$ cat src/hw/rtl/bdhc_pkg.sv
// Package for the button debounce and hold classifier.
// Holds the timer width, register indexes, event codes, state type and load helper.
// No dependencies.
`default_nettype none

package bdhc_pkg;

    localparam int TIMER_WIDTH = 16;
    localparam int REG_WIDTH = 16;
    localparam int CFG_INDEX_WIDTH = 2;

    localparam logic [31:0] TIMER_MAX = 32'((64'd1 << TIMER_WIDTH) - 64'd1);

    localparam logic [CFG_INDEX_WIDTH-1:0] REG_ENABLE = 2'd0;
    localparam logic [CFG_INDEX_WIDTH-1:0] REG_DEBOUNCE_TICKS = 2'd1;
    localparam logic [CFG_INDEX_WIDTH-1:0] REG_HOLD_TICKS = 2'd2;

    localparam logic [REG_WIDTH-1:0] DEBOUNCE_RESET = 16'd50;
    localparam logic [REG_WIDTH-1:0] HOLD_RESET = 16'd500;

    localparam logic [1:0] EV_PRESS = 2'd0;
    localparam logic [1:0] EV_HOLD = 2'd1;
    localparam logic [1:0] EV_RELEASE_SHORT = 2'd2;
    localparam logic [1:0] EV_RELEASE_LONG = 2'd3;

    typedef logic [TIMER_WIDTH-1:0] timer_t;

    typedef struct packed {
        logic   level;
        timer_t lockout_left;
        timer_t hold_left;
        logic   hold_armed;
    } bdhc_state_t;

    typedef struct packed {
        logic       valid;
        logic [1:0] code;
    } bdhc_event_t;

    // Countdown loads saturate to the largest value the timer can hold.
    function automatic timer_t timer_load(input logic [REG_WIDTH-1:0] v);
        logic [31:0] w;
        begin
            w = 32'(v);
            if (w > TIMER_MAX)
            begin
                return timer_t'(TIMER_MAX);
            end
            return timer_t'(w);
        end
    endfunction

endpackage

`default_nettype wire

$ cat src/hw/rtl/bdhc_step.sv
// Next-state and event logic for one tick of the debouncer and hold classifier.
// Depends on bdhc_pkg.
`default_nettype none

module bdhc_step (
    input  wire bdhc_pkg::bdhc_state_t       state,
    input  wire                              raw_level,
    input  wire [bdhc_pkg::REG_WIDTH-1:0]    debounce_ticks,
    input  wire [bdhc_pkg::REG_WIDTH-1:0]    hold_ticks,
    output bdhc_pkg::bdhc_state_t            state_next,
    output bdhc_pkg::bdhc_event_t            ev
);
    import bdhc_pkg::*;

    timer_t lock_dec;
    timer_t hold_dec;
    logic   change;

    always_comb
    begin
        lock_dec = (state.lockout_left != '0) ? state.lockout_left - timer_t'(1)
                                              : state.lockout_left;
        hold_dec = (state.hold_armed && state.hold_left != '0)
                   ? state.hold_left - timer_t'(1) : state.hold_left;
        change = (raw_level != state.level) && (lock_dec == '0);

        state_next.level = state.level;
        state_next.lockout_left = lock_dec;
        state_next.hold_left = hold_dec;
        state_next.hold_armed = state.hold_armed;
        ev.valid = 1'b0;
        ev.code = EV_PRESS;

        priority if (change)
        begin
            state_next.level = raw_level;
            state_next.lockout_left = timer_load(debounce_ticks);
            ev.valid = 1'b1;
            if (raw_level)
            begin
                state_next.hold_left = timer_load(hold_ticks);
                state_next.hold_armed = 1'b1;
                ev.code = EV_PRESS;
            end
            else
            begin
                state_next.hold_armed = 1'b0;
                ev.code = state.hold_armed ? EV_RELEASE_SHORT : EV_RELEASE_LONG;
            end
        end
        else if (state.level && state.hold_armed && hold_dec == '0)
        begin
            state_next.hold_armed = 1'b0;
            ev.valid = 1'b1;
            ev.code = EV_HOLD;
        end
        else
        begin
            ev.valid = 1'b0;
        end
    end

endmodule

`default_nettype wire

$ cat src/hw/rtl/button_debounce_hold_classifier_top.sv
// Top level of the button debounce and hold classifier.
// Depends on bdhc_pkg and bdhc_step.
//
// Each input beat is one time tick carrying the sampled button level. The
// block debounces the level and reports PRESS, HOLD, RELEASE_SHORT and
// RELEASE_LONG events, each as one output beat with the debounced level.
// Most ticks produce no output beat.
// Configuration is written through cfg_we, cfg_index and cfg_wdata: index
// 0 is enable, 1 is debounce_ticks, 2 is hold_ticks. The user must write it
// only while the block is idle; the block does not enforce this. An accepted
// input beat passes through one input register, then the tick logic feeding
// the output register. Throughput is one tick per cycle while the output is
// not stalled; the tick logic that updates the countdowns and the debounced
// level is combinational. When the receiver stalls, the output beat is held
// and the input register keeps one tick, after which in_stall rises until
// the output drains. Reset clears both registers, the debounce state and the
// configuration to disabled, 50 debounce ticks and 500 hold ticks.
`default_nettype none

module button_debounce_hold_classifier_top (
    input  wire                                    clk,
    input  wire                                    rst_n,
    input  wire                                    in_valid,
    output logic                                   in_stall,
    input  wire                                    raw_level,
    output logic                                   out_valid,
    input  wire                                    out_stall,
    output logic [1:0]                             event_code,
    output logic                                   level_now,
    input  wire                                    cfg_we,
    input  wire  [bdhc_pkg::CFG_INDEX_WIDTH-1:0]   cfg_index,
    input  wire  [bdhc_pkg::REG_WIDTH-1:0]         cfg_wdata
);
    import bdhc_pkg::*;

    logic                 enable_reg;
    logic [REG_WIDTH-1:0] debounce_reg;
    logic [REG_WIDTH-1:0] hold_reg;

    logic                 in_v_reg;
    logic                 in_level_reg;
    logic                 ov_reg;
    logic [1:0]           code_reg;
    logic                 level_out_reg;

    bdhc_state_t          state_reg;
    bdhc_state_t          state_next;
    bdhc_event_t          ev;
    logic                 adv;
    logic                 take;

    bdhc_step u_step (
        .state          (state_reg),
        .raw_level      (in_level_reg),
        .debounce_ticks (debounce_reg),
        .hold_ticks     (hold_reg),
        .state_next     (state_next),
        .ev             (ev)
    );

    assign adv = !ov_reg || !out_stall;
    assign take = in_v_reg && adv;
    assign in_stall = in_v_reg && !adv;

    assign out_valid = ov_reg;
    assign event_code = code_reg;
    assign level_now = level_out_reg;

    always_ff @(posedge clk or negedge rst_n)
    begin
        if (!rst_n)
        begin
            enable_reg <= 1'b0;
            debounce_reg <= DEBOUNCE_RESET;
            hold_reg <= HOLD_RESET;
        end
        else if (cfg_we)
        begin
            unique case (cfg_index)
                REG_ENABLE:         enable_reg <= cfg_wdata[0];
                REG_DEBOUNCE_TICKS: debounce_reg <= cfg_wdata;
                REG_HOLD_TICKS:     hold_reg <= cfg_wdata;
                default:            ;
            endcase
        end
    end

    always_ff @(posedge clk or negedge rst_n)
    begin
        if (!rst_n)
        begin
            in_v_reg <= 1'b0;
            ov_reg <= 1'b0;
            state_reg <= '0;
        end
        else
        begin
            if (!in_stall)
            begin
                in_v_reg <= in_valid;
            end
            if (adv)
            begin
                ov_reg <= take && enable_reg && ev.valid;
            end
            if (take && enable_reg)
            begin
                state_reg <= state_next;
            end
        end
    end

    always_ff @(posedge clk)
    begin
        if (!in_stall && in_valid)
        begin
            in_level_reg <= raw_level;
        end
        if (adv)
        begin
            code_reg <= ev.code;
            level_out_reg <= state_next.level;
        end
    end

endmodule

`default_nettype wire

$ cat config.mk
export PLATFORM = sky130hd
export DESIGN_NAME = button_debounce_hold_classifier_top
export DESIGN_NICKNAME = d
export VERILOG_FILES = /design/src/hw/rtl/bdhc_pkg.sv /design/src/hw/rtl/bdhc_step.sv /design/src/hw/rtl/button_debounce_hold_classifier_top.sv
export SDC_FILE = /design/constraint.sdc
export NUM_CORES = 1
export LEC_CHECK = 0
export ABC_AREA = 1
export BUFFER_PORTS_ARGS = -buffer_cell sky130_fd_sc_hd__buf_4
export CAP_MARGIN = 10
export CORE_ASPECT_RATIO = 0.75
export CORE_UTILIZATION = 37
export CTS_BUF_LIST = sky130_fd_sc_hd__clkbuf_4
export CTS_CLUSTER_DIAMETER = 100
export CTS_CLUSTER_SIZE = 16
export DETAILED_ROUTE_END_ITERATION = 7
export PLACE_DENSITY = 0.58
export SETUP_SLACK_MARGIN = 0.05
export SYNTH_ARGS = -nofsm -noshare
export SYNTH_HDL_FRONTEND = slang
export SYNTH_SLANG_ARGS = --single-unit
$ cat constraint.sdc
create_clock -name clk -period 4.5 [get_ports clk]
set_input_delay 0.45 -clock clk [delete_from_list [all_inputs] [get_ports clk]]
set_output_delay 0.45 -clock clk [all_outputs]
set_load 0.1 [all_outputs]
==> results of run 1 <==
[cell type report]
class,instances,area (µm²)
multi-input cells,582,2500
flip-flops and latches,73,1860
clock buffers,9,67.6
diodes,1,2.50
fillers,1331,7170
inverters,66,248
repair buffers,31,233
clock inverters,7,109
well taps,166,208
[cells in the final DEF, fill, tap and decap left out]
master and instances:
a21oi_1 6, a21oi_2 1, buf_4 31, bufinv_16 3, clkbuf_4 9, clkinv_1 4
clkinvlp_4 1, dfrtp_1 60, dfstp_2 9, diode_2 1, edfxtp_1 4, ha_1 2
inv_1 65, nand2_1 363, nand2_2 5, nand2_4 2, nand3_1 69, nand3b_1 3
nand4_1 6, nor2_1 63, nor2_2 4, nor2_4 3, nor2_8 1, nor3_2 1
o21ai_0 44, o21ai_1 2, xnor2_1 1, xor2_1 6
[path summary, 6_finish.rpt]
| kind | endpoint | slack (ns) | cells past startpoint |
|---|---|---|---|
| setup reg to reg | state_reg[6] | 1.66 | 15 |
| hold / removal | state_reg[4] | 0.10 | 1 |
| setup / recovery | state_reg[6] | 1.66 | 15 |
| min in group clk | in_level_reg | 0.19 | 1 |
| hold reg to reg | debounce_reg[4] | 0.50 | 2 |
| max in group asynchronous | debounce_reg[9] | 3.77 | 1 |
[power by group through the flow]
stage | Clock (mW) | Sequential, mW | Combinational (mW)
2_1_floorplan | 0 | 0.997 | 1.84
3_3_place_gp | 0 | 1.04 | 2.28
3_5_place_dp | 0 | 1.04 | 2.31
4_1_cts | 0.529 | 1.03 | 2.32
5_1_grt | 0.562 | 1.06 | 2.73
6_report | 0.515 | 1.03 | 2.34
[cell families (layout without fill, tap and decap cells)]
kind of cell,count (synthesis),count (layout)
flops,73,73
other cells,0,1
buf+inv,91,113
simple gates,520,520
compound gates,53,53
xor+xnor,7,7
fa+ha+maj,2,2
[metrics by stage]
stage	std cells	hold slack (ns)	worst slack (ns)	cell area, µm²	util (%)
floorplan	746	0.154	1.39	4740	-
finish	935	0.102	1.66	5230	42.2
CTS	934	0.147	1.68	5230	42.2
detailed placement	918	0.474	1.69	5050	40.7
global placement	918	0.470	1.88	5050	40.7
global route	934	0.153	1.30	5230	42.2
[layer usage]
layer / global-route usage (%) / vias up / share of wire [%]
met1: 29.0 / 2115 / 54
li1: - / 2350 / -
met4: 4.86 / 0 / 0.73
met2: 28.9 / 100 / 41
met5: 0 / - / 0
met3: 4.44 / 7 / 5.0
==> run summary, run 1 <==
status -> finished, final reports clean
Arrival @ worst endpoint -> 3.17 ns
Comb power frac -> 60.2%
Worst-Margin Slew -> 1.02 ns
Async SR Flop Fraction -> 94.5%
switching fraction of total power -> 51.8%
leak pwr -> 3.00 nW
Slowest Stage Delay on Critical Path -> 0.41 ns
Final Cycle Share -> 63.1%
# resized after CTS -> 0
Initial Util -> 38.2%
Max-slew headroom -> 31.8%
CP delay by family, top -> simple AND/OR/NAND/NOR gates
clock skew -> 0.0143 ns
fmax -> 352 MHz
count leader, synth -> nand2_1
Synth Cell Area -> 4740 µm²
final total power -> 3.89 mW
Top FF cell, synth -> dfrtp_1
Max-Cap Viols -> 0
max reg flops -> 34
Detail Placement HPWL -> 8910 µm
slowest CP cell -> dfrtp_1
crit path cell chain -> inv_1 -> ha_1 -> nand2_2 -> nor2_4 -> nand2_4 -> o21ai_1 -> nand2_1 -> nor3_2 -> nand2_2 -> nor2_8 -> nand2_4 -> nand2_1 -> nand2_1 -> nand2_1 -> nand2_1
DIE AREA -> 13300 µm²
fin nets -> 789
clk_lat worst skew -> 0.44 ns
grt total ovfl -> 0
Placeable Area -> 12400 µm²
all-layer global routing usage -> 19.7%
synthesized flop and latch total -> 73
final setup vio count -> 0
largest net degree at the start of global routing -> 70
vias in the first global route -> 4207
Clock Path Buffers -> 2
Vias -> 4572
# DRC -> 0
Worst-path clk slew -> 0.12 ns
synthesized net count -> 772
distinct cell type count after synthesis -> 28
crit-path most repeated cell -> nand2_1
part of the power in the clock network -> 13.3%
Syn Inst Count -> 746
clk sinks -> 73
Peak VDD IR -> 0.316 mV
main combinational cell family by area after synthesis -> simple AND/OR/NAND/NOR gates
TritonCTS clock tree -> done
xor and xnor area share after synthesis -> 1.29%
post-synthesis sequential area ratio -> 39.2%
Die W -> 133 µm
RSZ-0062 raised after global routing -> false
critical path class -> flop to flop
EDFF count, synth -> 4
Die H -> 100 µm
CP Capture Type -> flop
clock root buffer -> clkbuf_4
dominant cells by area after synthesis -> dfrtp_1 (32%), nand2_1 (29%), nand3_1 (7.3%), inv_1 (5.1%), dfstp_2 (5.0%)
Worst Path Buf+Inv -> 1
setup tns final -> 0 ns
Int Pwr -> 1.88 mW
Synth Area in Compound Gates -> 5.68%
Post-Synth Simple-Gate Area -> 45.3%
Sequential Power Share -> 26.6%
initial antenna violation count -> 0
PortBufs -> 28
Synth Area in Adders -> 0.528%
post-synthesis mux area share -> 0%
hold-fix buffers at CTS -> 0
class of the worst hold path -> primary input to async pin
switching pwr -> 2.01 mW
Synthesis Warnings -> 0
Setup Fix Bufs, Post-CTS -> 0
CP Max Fanout -> 35
Synth top area share -> 31.7%
row count -> 35
Ports -> 29
Max Slew Vio Count -> 0
CTS Buf Count -> 9
leading area contributor after synthesis -> dfrtp_1
first-pass iteration count of the detailed router -> 5
Worst Setup SP -> state_reg[17]
final hold vios -> 0
CTS H-Tree Depth -> 3
first-pass GRT wire length -> 20700 µm
Post-DRT Antenna Nets -> 0
minimum clock period -> 2.84 ns
most frequent cells after synthesis -> nand2_1 (363), nand3_1 (69), inv_1 (65)
Avg Cell Area, Syn -> 6.35 µm²
layout cells sized above 1 -> 9.11%
Critical Path Source Type -> flop
synthesis-to-layout area growth -> 10.3%
pwr dens -> 744 nW/µm²
Crit path required time -> 4.83 ns
GP Congestion -> 0.879
routed wire length -> 12100 µm
DR iter-0 viols -> 338
Reg-to-Reg Start -> state_reg[17]
drt wl/cell -> 12.9 µm
Vias per Instance -> 4.89
Power figures use the tool's default switching activity.
==> run 2: changes to the inputs <==
==> constraint.sdc (replaced) <==
create_clock -name clk -period 2.9 [get_ports clk]
set_input_delay 0.29 -clock clk [delete_from_list [all_inputs] [get_ports clk]]
set_output_delay 0.29 -clock clk [all_outputs]
set_load 0.1 [all_outputs]
==> run 2 against run 1 <==
Compared with the run above: critical path depth stayed put; critical path type unchanged; cell count increased by 1.1%; worst hold slack worse by 0.030 ns; wire length rose by 3.2%; register-to-register slack worse by 1.3 ns; utilization up 0.21 points; power up 51%; flip-flop and latch count stayed put; first-iteration DRC count shrank 13%; non-clock buffer count is 9 higher.
==> run summary, run 2 (synthesized netlist as in run 1, its figures left out) <==
critical path class -> flop to flop
Non-Filler Instances -> 945 (+1.1%)
Max Slew Vio Count -> 0 (unchanged)
grt total ovfl -> 0 (unchanged)
class of the worst hold path -> primary input to flop
final total power -> 5.88 mW (+51%)
CTS H-Tree Depth -> 3 (unchanged)
Post-DRT Antenna Nets -> 0 (unchanged)
final hold vios -> 0 (unchanged)
row count -> 35 (unchanged)
pwr dens -> 1120 nW/µm² (+50%)
Final Cycle Share -> 88.8% (+26 points)
Peak VDD IR -> 0.488 mV (+54%)
Reg-to-Reg Start -> state_reg[17]
Max-slew headroom -> 31.4% (-0.38 points)
TritonCTS clock tree -> done
reg2reg path depth -> 15 (unchanged)
Area after DPL -> 5090 µm² (+0.79%)
DR iter-0 viols -> 294 (-13%)
Detail Placement HPWL -> 9110 µm (+2.3%)
Worst-path clk slew -> 0.13 ns (about the same)
status -> finished, final reports clean
Setup crit end -> state_reg[9]
Initial Util -> 38.2% (unchanged)
Worst-Margin Slew -> 1.02 ns (+0.00220 ns)
Die H -> 100 µm (unchanged)
cell area after layout -> 5250 µm² (+0.50%)
setup tns final -> 0 ns (unchanged)
Worst Setup SP -> state_reg[17]
Clock Path Buffers -> 2 (unchanged)
minimum clock period -> 2.58 ns (-0.265 ns)
synthesis-to-layout area growth -> 10.9%
clk_lat worst skew -> 0.44 ns (about the same)
# DRC -> 0 (unchanged)
placed cell count -> 923 (+0.54%)
CTS Buf Count -> 9 (unchanged)
most common cell after layout, fill and taps aside -> nand2_1
all-layer global routing usage -> 19.8% (+0.15 points)
fmax -> 388 MHz (+10%)
Arrival @ worst endpoint -> 2.95 ns (-0.22 ns)
leak pwr -> 3.02 nW (+0.55%)
Critical Path Source Type -> flop
Crit Reg-Reg Endpoint -> state_reg[9]
Vias per Instance -> 4.87 (-0.50%)
vias in the first global route -> 4212 (+0.12%)
clk sinks -> 73 (unchanged)
r2r setup slk -> 0.32 ns (-1.33 ns)
final setup vio count -> 0 (unchanged)
first-pass iteration count of the detailed router -> 6 (+1)
routed wire length -> 12500 µm (+3.2%)
largest net degree at the start of global routing -> 70 (unchanged)
Die W -> 133 µm (unchanged)
fin nets -> 799 (+1.3%)
clock skew -> 0.0179 ns (+0.00361 ns)
Ports -> 29 (unchanged)
CP Max Fanout -> 19 (-46%)
GP Congestion -> 0.869 (-1.2%)
drt wl/cell -> 13.2 µm (+2.1%)
PortBufs -> 28 (unchanged)
Max-Cap Viols -> 0 (unchanged)
Hold Path Origin -> in_valid
Placeable Area -> 12400 µm² (unchanged)
Vias -> 4598 (+0.57%)
DIE AREA -> 13300 µm² (unchanged)
clock root buffer -> clkbuf_4
first-pass GRT wire length -> 20800 µm (+0.53%)
Crit path required time -> 3.27 ns (-1.56 ns)
initial antenna violation count -> 1 (+1)
max reg flops -> 34 (unchanged)
RSZ-0062 raised after global routing -> false
layout cells sized above 1 -> 10.5% (+1.4 points)
highest-count cells in the layout ignoring fill and taps -> nand2_1 (363), nand3_1 (69), inv_1 (65), nor2_1 (61), dfrtp_1 (60)
CP Capture Type -> flop
[run 2: changes by cell type in the layout (fill, tap and decap cells not counted), sizes merged]
cell,before,now
inv,65,66
bufinv,3,0
clkinvlp,1,2
clkinv,4,5
nor2,71,72
dlygate4sd3,0,2
buf,31,38
[run 2: final cells by class]
cell class	count	area, µm²
fill	1301	7140
sequential	73	1860
clock inverter	7	46.3
antenna	1	2.50
inverter	66	248
timing repair buffer	40	305
clock buffer	9	67.6
tap	166	208
multi-input combinational	583	2520
[run 2: how the worst min path moves through the flow]
stage / cells past startpoint / slack (ns) / to
6_report: 3 / 0.07 / in_v_reg
5_1_grt: 3 / 0.07 / in_v_reg
4_1_cts: 1 / 0.005 / in_level_reg
3_5_place_dp: 1 / 0.47 / in_level_reg
3_3_place_gp: 1 / 0.47 / state_reg[2]
2_1_floorplan: 0 / -0.006 / debounce_reg[0]
[run 2: timing repair]
item / 4_1_cts / 5_1_grt
setup endpoints to repair: 0 / 24
gates resized for setup: 0 / 1
setup buffers: 0 / 2
hold buffers: 1 / 1
hold endpoints to repair: 19 / 1
[run 2: per-layer routing]
metal | track usage, % | wire length (µm) | share of wire, %
met4 | 4.69 | 113 | 0.91
met3 | 4.55 | 656 | 5.3
met2 | 29.7 | 5140 | 41
met1 | 28.9 | 6560 | 53
met5 | 0 | 0 | 0
[run 2: worst max-delay path: stages, from the launching register on]
cell	delay, ns
dfrtp_1	0.41
inv_1	0.10
ha_1	0.26
nand2_2	0.13
nor2_4	0.20
nand2_4	0.15
o21ai_1	0.19
nand2_1	0.10
nor3_2	0.15
nand2_2	0.15
nor2_8	0.18
buf_4	0.19
nand3_1	0.08
nand2_1	0.09
nand2_1	0.05
nand2_1	0.08
[run 2: where the power goes]
part | total [mW] | internal, mW | switching (mW)
combinational | 3.70 | 1.21 | 2.49
clock | 0.568 | 0.174 | 0.393
sequential | 1.61 | 1.29 | 0.316
[run 2: stage by stage]
stage | worst slack (ns) | hold slack, ns | util (%)
CTS | 0.221 | 0.00451 | 42.1
global placement | 0.433 | 0.470 | 41.1
finish | 0.324 | 0.0724 | 42.4
floorplan | 0.302 | -0.00559 | -
detailed placement | 0.255 | 0.471 | 41.1
global route | 0.0395 | 0.0737 | 42.4
==> run 3: changes to the inputs <==
--- a/config.mk
+++ b/config.mk
@@ -7,8 +7,9 @@
 export LEC_CHECK = 0
 export ABC_AREA = 1
 export BUFFER_PORTS_ARGS = -buffer_cell sky130_fd_sc_hd__buf_4
-export CAP_MARGIN = 10
+export CAP_MARGIN = 20
 export CORE_ASPECT_RATIO = 0.75
+export CORE_MARGIN = 2
 export CORE_UTILIZATION = 37
 export CTS_BUF_LIST = sky130_fd_sc_hd__clkbuf_4
 export CTS_CLUSTER_DIAMETER = 100
==> run 3 against run 2 <==
Compared with the run above: combinational power about the same; utilization is essentially flat; non-clock buffer count shrank 2; register-to-register slack improved by 0.02 ns; clock-buffer cell count grew 1; worst hold slack worse by 0.032 ns; flip-flop and latch count did not move; clock power is 3% lower; fmax rose by 0.67%; power decreased by 0.15%; via count grew 2.0%; die area up 3.5%; critical path type unchanged; largest power group unchanged.
==> run summary, run 3 (synthesized netlist as in run 1, its figures left out) <==
largest net degree at the start of global routing -> 70 (unchanged)
initial antenna violation count -> 1 (unchanged)
CTS Buf Count -> 9 (unchanged)
Area after DPL -> 5070 µm² (-0.29%)
GP Congestion -> 0.909 (+4.6%)
minimum clock period -> 2.56 ns (-0.0170 ns)
grt total ovfl -> 0 (unchanged)
class of the worst hold path -> primary input to flop
Max-Cap Viols -> 0 (unchanged)
clk sinks -> 73 (unchanged)
Slowest Stage Delay on Critical Path -> 0.41 ns (about the same)
critical path class -> flop to flop
PortBufs -> 28 (unchanged)
clock root buffer -> clkbuf_4
fin nets -> 797 (-0.25%)
Placeable Area -> 12400 µm² (unchanged)
leak pwr -> 3.01 nW (-0.27%)
Peak VDD IR -> 0.457 mV (-6.4%)
final setup vio count -> 0 (unchanged)
slowest CP cell -> dfrtp_1
highest-count cells in the layout ignoring fill and taps -> nand2_1 (363), nand3_1 (69), inv_1 (65), nor2_1 (62), dfrtp_1 (60)
TritonCTS clock tree -> done
setup tns final -> 0 ns (unchanged)
Die H -> 102 µm (+2.0%)
most common cell after layout, fill and taps aside -> nand2_1
layout cells sized above 1 -> 10.2% (-0.36 points)
crit path cell chain -> inv_1 -> ha_1 -> nand2_1 -> nor2_2 -> nand2_2 -> nand2_2 -> o21ai_1 -> nor2_1 -> nand2_1 -> nor2_1 -> nand3_1 -> o21ai_0
status -> finished, final reports clean
Max Slew Vio Count -> 0 (unchanged)
drt wl/cell -> 13.4 µm (+1.4%)
Ports -> 29 (unchanged)
Worst-path clk slew -> 0.12 ns (about the same)
final hold vios -> 0 (unchanged)
CP Max Fanout -> 8 (-11)
all-layer global routing usage -> 19.4% (-0.46 points)
Detail Placement HPWL -> 9210 µm (+1.1%)
Max-slew headroom -> 33.0% (+1.6 points)
Crit path required time -> 3.16 ns (-0.11 ns)
Critical Path Source Type -> flop
minimum hold slack -> 0.0406 ns (-0.0318 ns)
max reg flops -> 34 (unchanged)
RSZ-0062 raised after global routing -> false
Final Cycle Share -> 88.2% (-0.59 points)
Die W -> 135 µm (+1.5%)
clk_lat worst skew -> 0.43 ns (about the same)
DIE AREA -> 13700 µm² (+3.5%)
DR iter-0 viols -> 394 (+34%)
synthesis-to-layout area growth -> 10.8% (about the same)
pwr dens -> 1120 nW/µm² (about the same)
Vias per Instance -> 4.97 (+2.2%)
Arrival @ worst endpoint -> 2.82 ns (-0.13 ns)
Worst-Margin Slew -> 1.00 ns (-0.0203 ns)
CTS H-Tree Depth -> 3 (unchanged)
row count -> 35 (unchanged)
fmax -> 391 MHz (+0.67%)
clock skew -> 0.0197 ns (+0.00180 ns)
Initial Util -> 38.2% (unchanged)
routed wire length -> 12600 µm (+1.2%)
cell area after layout -> 5250 µm² (about the same)
Util after Layout -> 42.4% (about the same)
Clock Path Buffers -> 2 (unchanged)
vias in the first global route -> 4324 (+2.7%)
first-pass GRT wire length -> 21200 µm (+1.8%)
CP Capture Type -> flop
Post-DRT Antenna Nets -> 0 (unchanged)
Vias -> 4688 (+2.0%)
first-pass iteration count of the detailed router -> 5 (-1)
# DRC -> 0 (unchanged)
[run 3: worst paths after layout]
path | from | end | slack [ns] | cells after the start
max in group asynchronous | rst_n | state_reg[28] | 1.79 | 2
worst min-delay path | raw_level | in_level_reg | 0.04 | 1
worst max register to register | state_reg[1] | event_code[0] | 0.34 | 12
worst max-delay path | state_reg[1] | event_code[0] | 0.34 | 12
min in group asynchronous | rst_n | state_reg[6] | 0.50 | 2
worst min register to register | hold_reg[5] | hold_reg[5] | 0.50 | 2
[run 3: per-layer routing]
layer | global-route usage (%) | share of wire, %
met5 | 0 | 0
met4 | 4.94 | 1.1
met3 | 3.62 | 6.2
met2 | 27.8 | 39
met1 | 29.9 | 54
[run 3: worst max-delay path, delay by kind of cell (launching register included)]
kind | cells | cell delay, ns
AOI/OAI and AO/OA | 2 | 0.34
adders and majority gates | 1 | 0.30
buffers and inverters | 1 | 0.18
DFF | 1 | 0.41
and+or+nand+nor | 8 | 1.17
[run 3: per-stage QoR]
| stage | setup slack (ns) | power, mW | std cells |
|---|---|---|---|
| 2_1_floorplan | 0.302 | 4.40 | 746 |
| 3_3_place_gp | 0.263 | 5.17 | 921 |
| 3_5_place_dp | 0.216 | 5.21 | 921 |
| 4_1_cts | 0.184 | 5.79 | 938 |
| 5_1_grt | 0.113 | 6.47 | 943 |
| 6_report | 0.341 | 5.87 | 943 |
[run 3: what timing repair did]
item,in CTS,in global routing
buffers inserted,0,2
endpoints found under the hold margin,17,0
hold buffers,1,0
setup endpoints to repair,0,26
gates resized for setup,0,0
[run 3: area by class of cell]
| class | count | area [µm²] |
|---|---|---|
| multi-input combinational | 583 | 2520 |
| clock inverter | 6 | 35.0 |
| tap | 166 | 208 |
| fill | 1318 | 7140 |
| timing repair buffer | 38 | 308 |
| inverter | 66 | 248 |
| antenna | 1 | 2.50 |
| sequential | 73 | 1860 |
| clock buffer | 10 | 75.1 |
[run 3: report_power, final]
part / switching (mW) / total [mW] / internal (mW)
clock: 0.372 / 0.551 / 0.178
combinational: 2.50 / 3.71 / 1.21
sequential: 0.318 / 1.61 / 1.29
total: 3.19 / 5.87 / 2.68
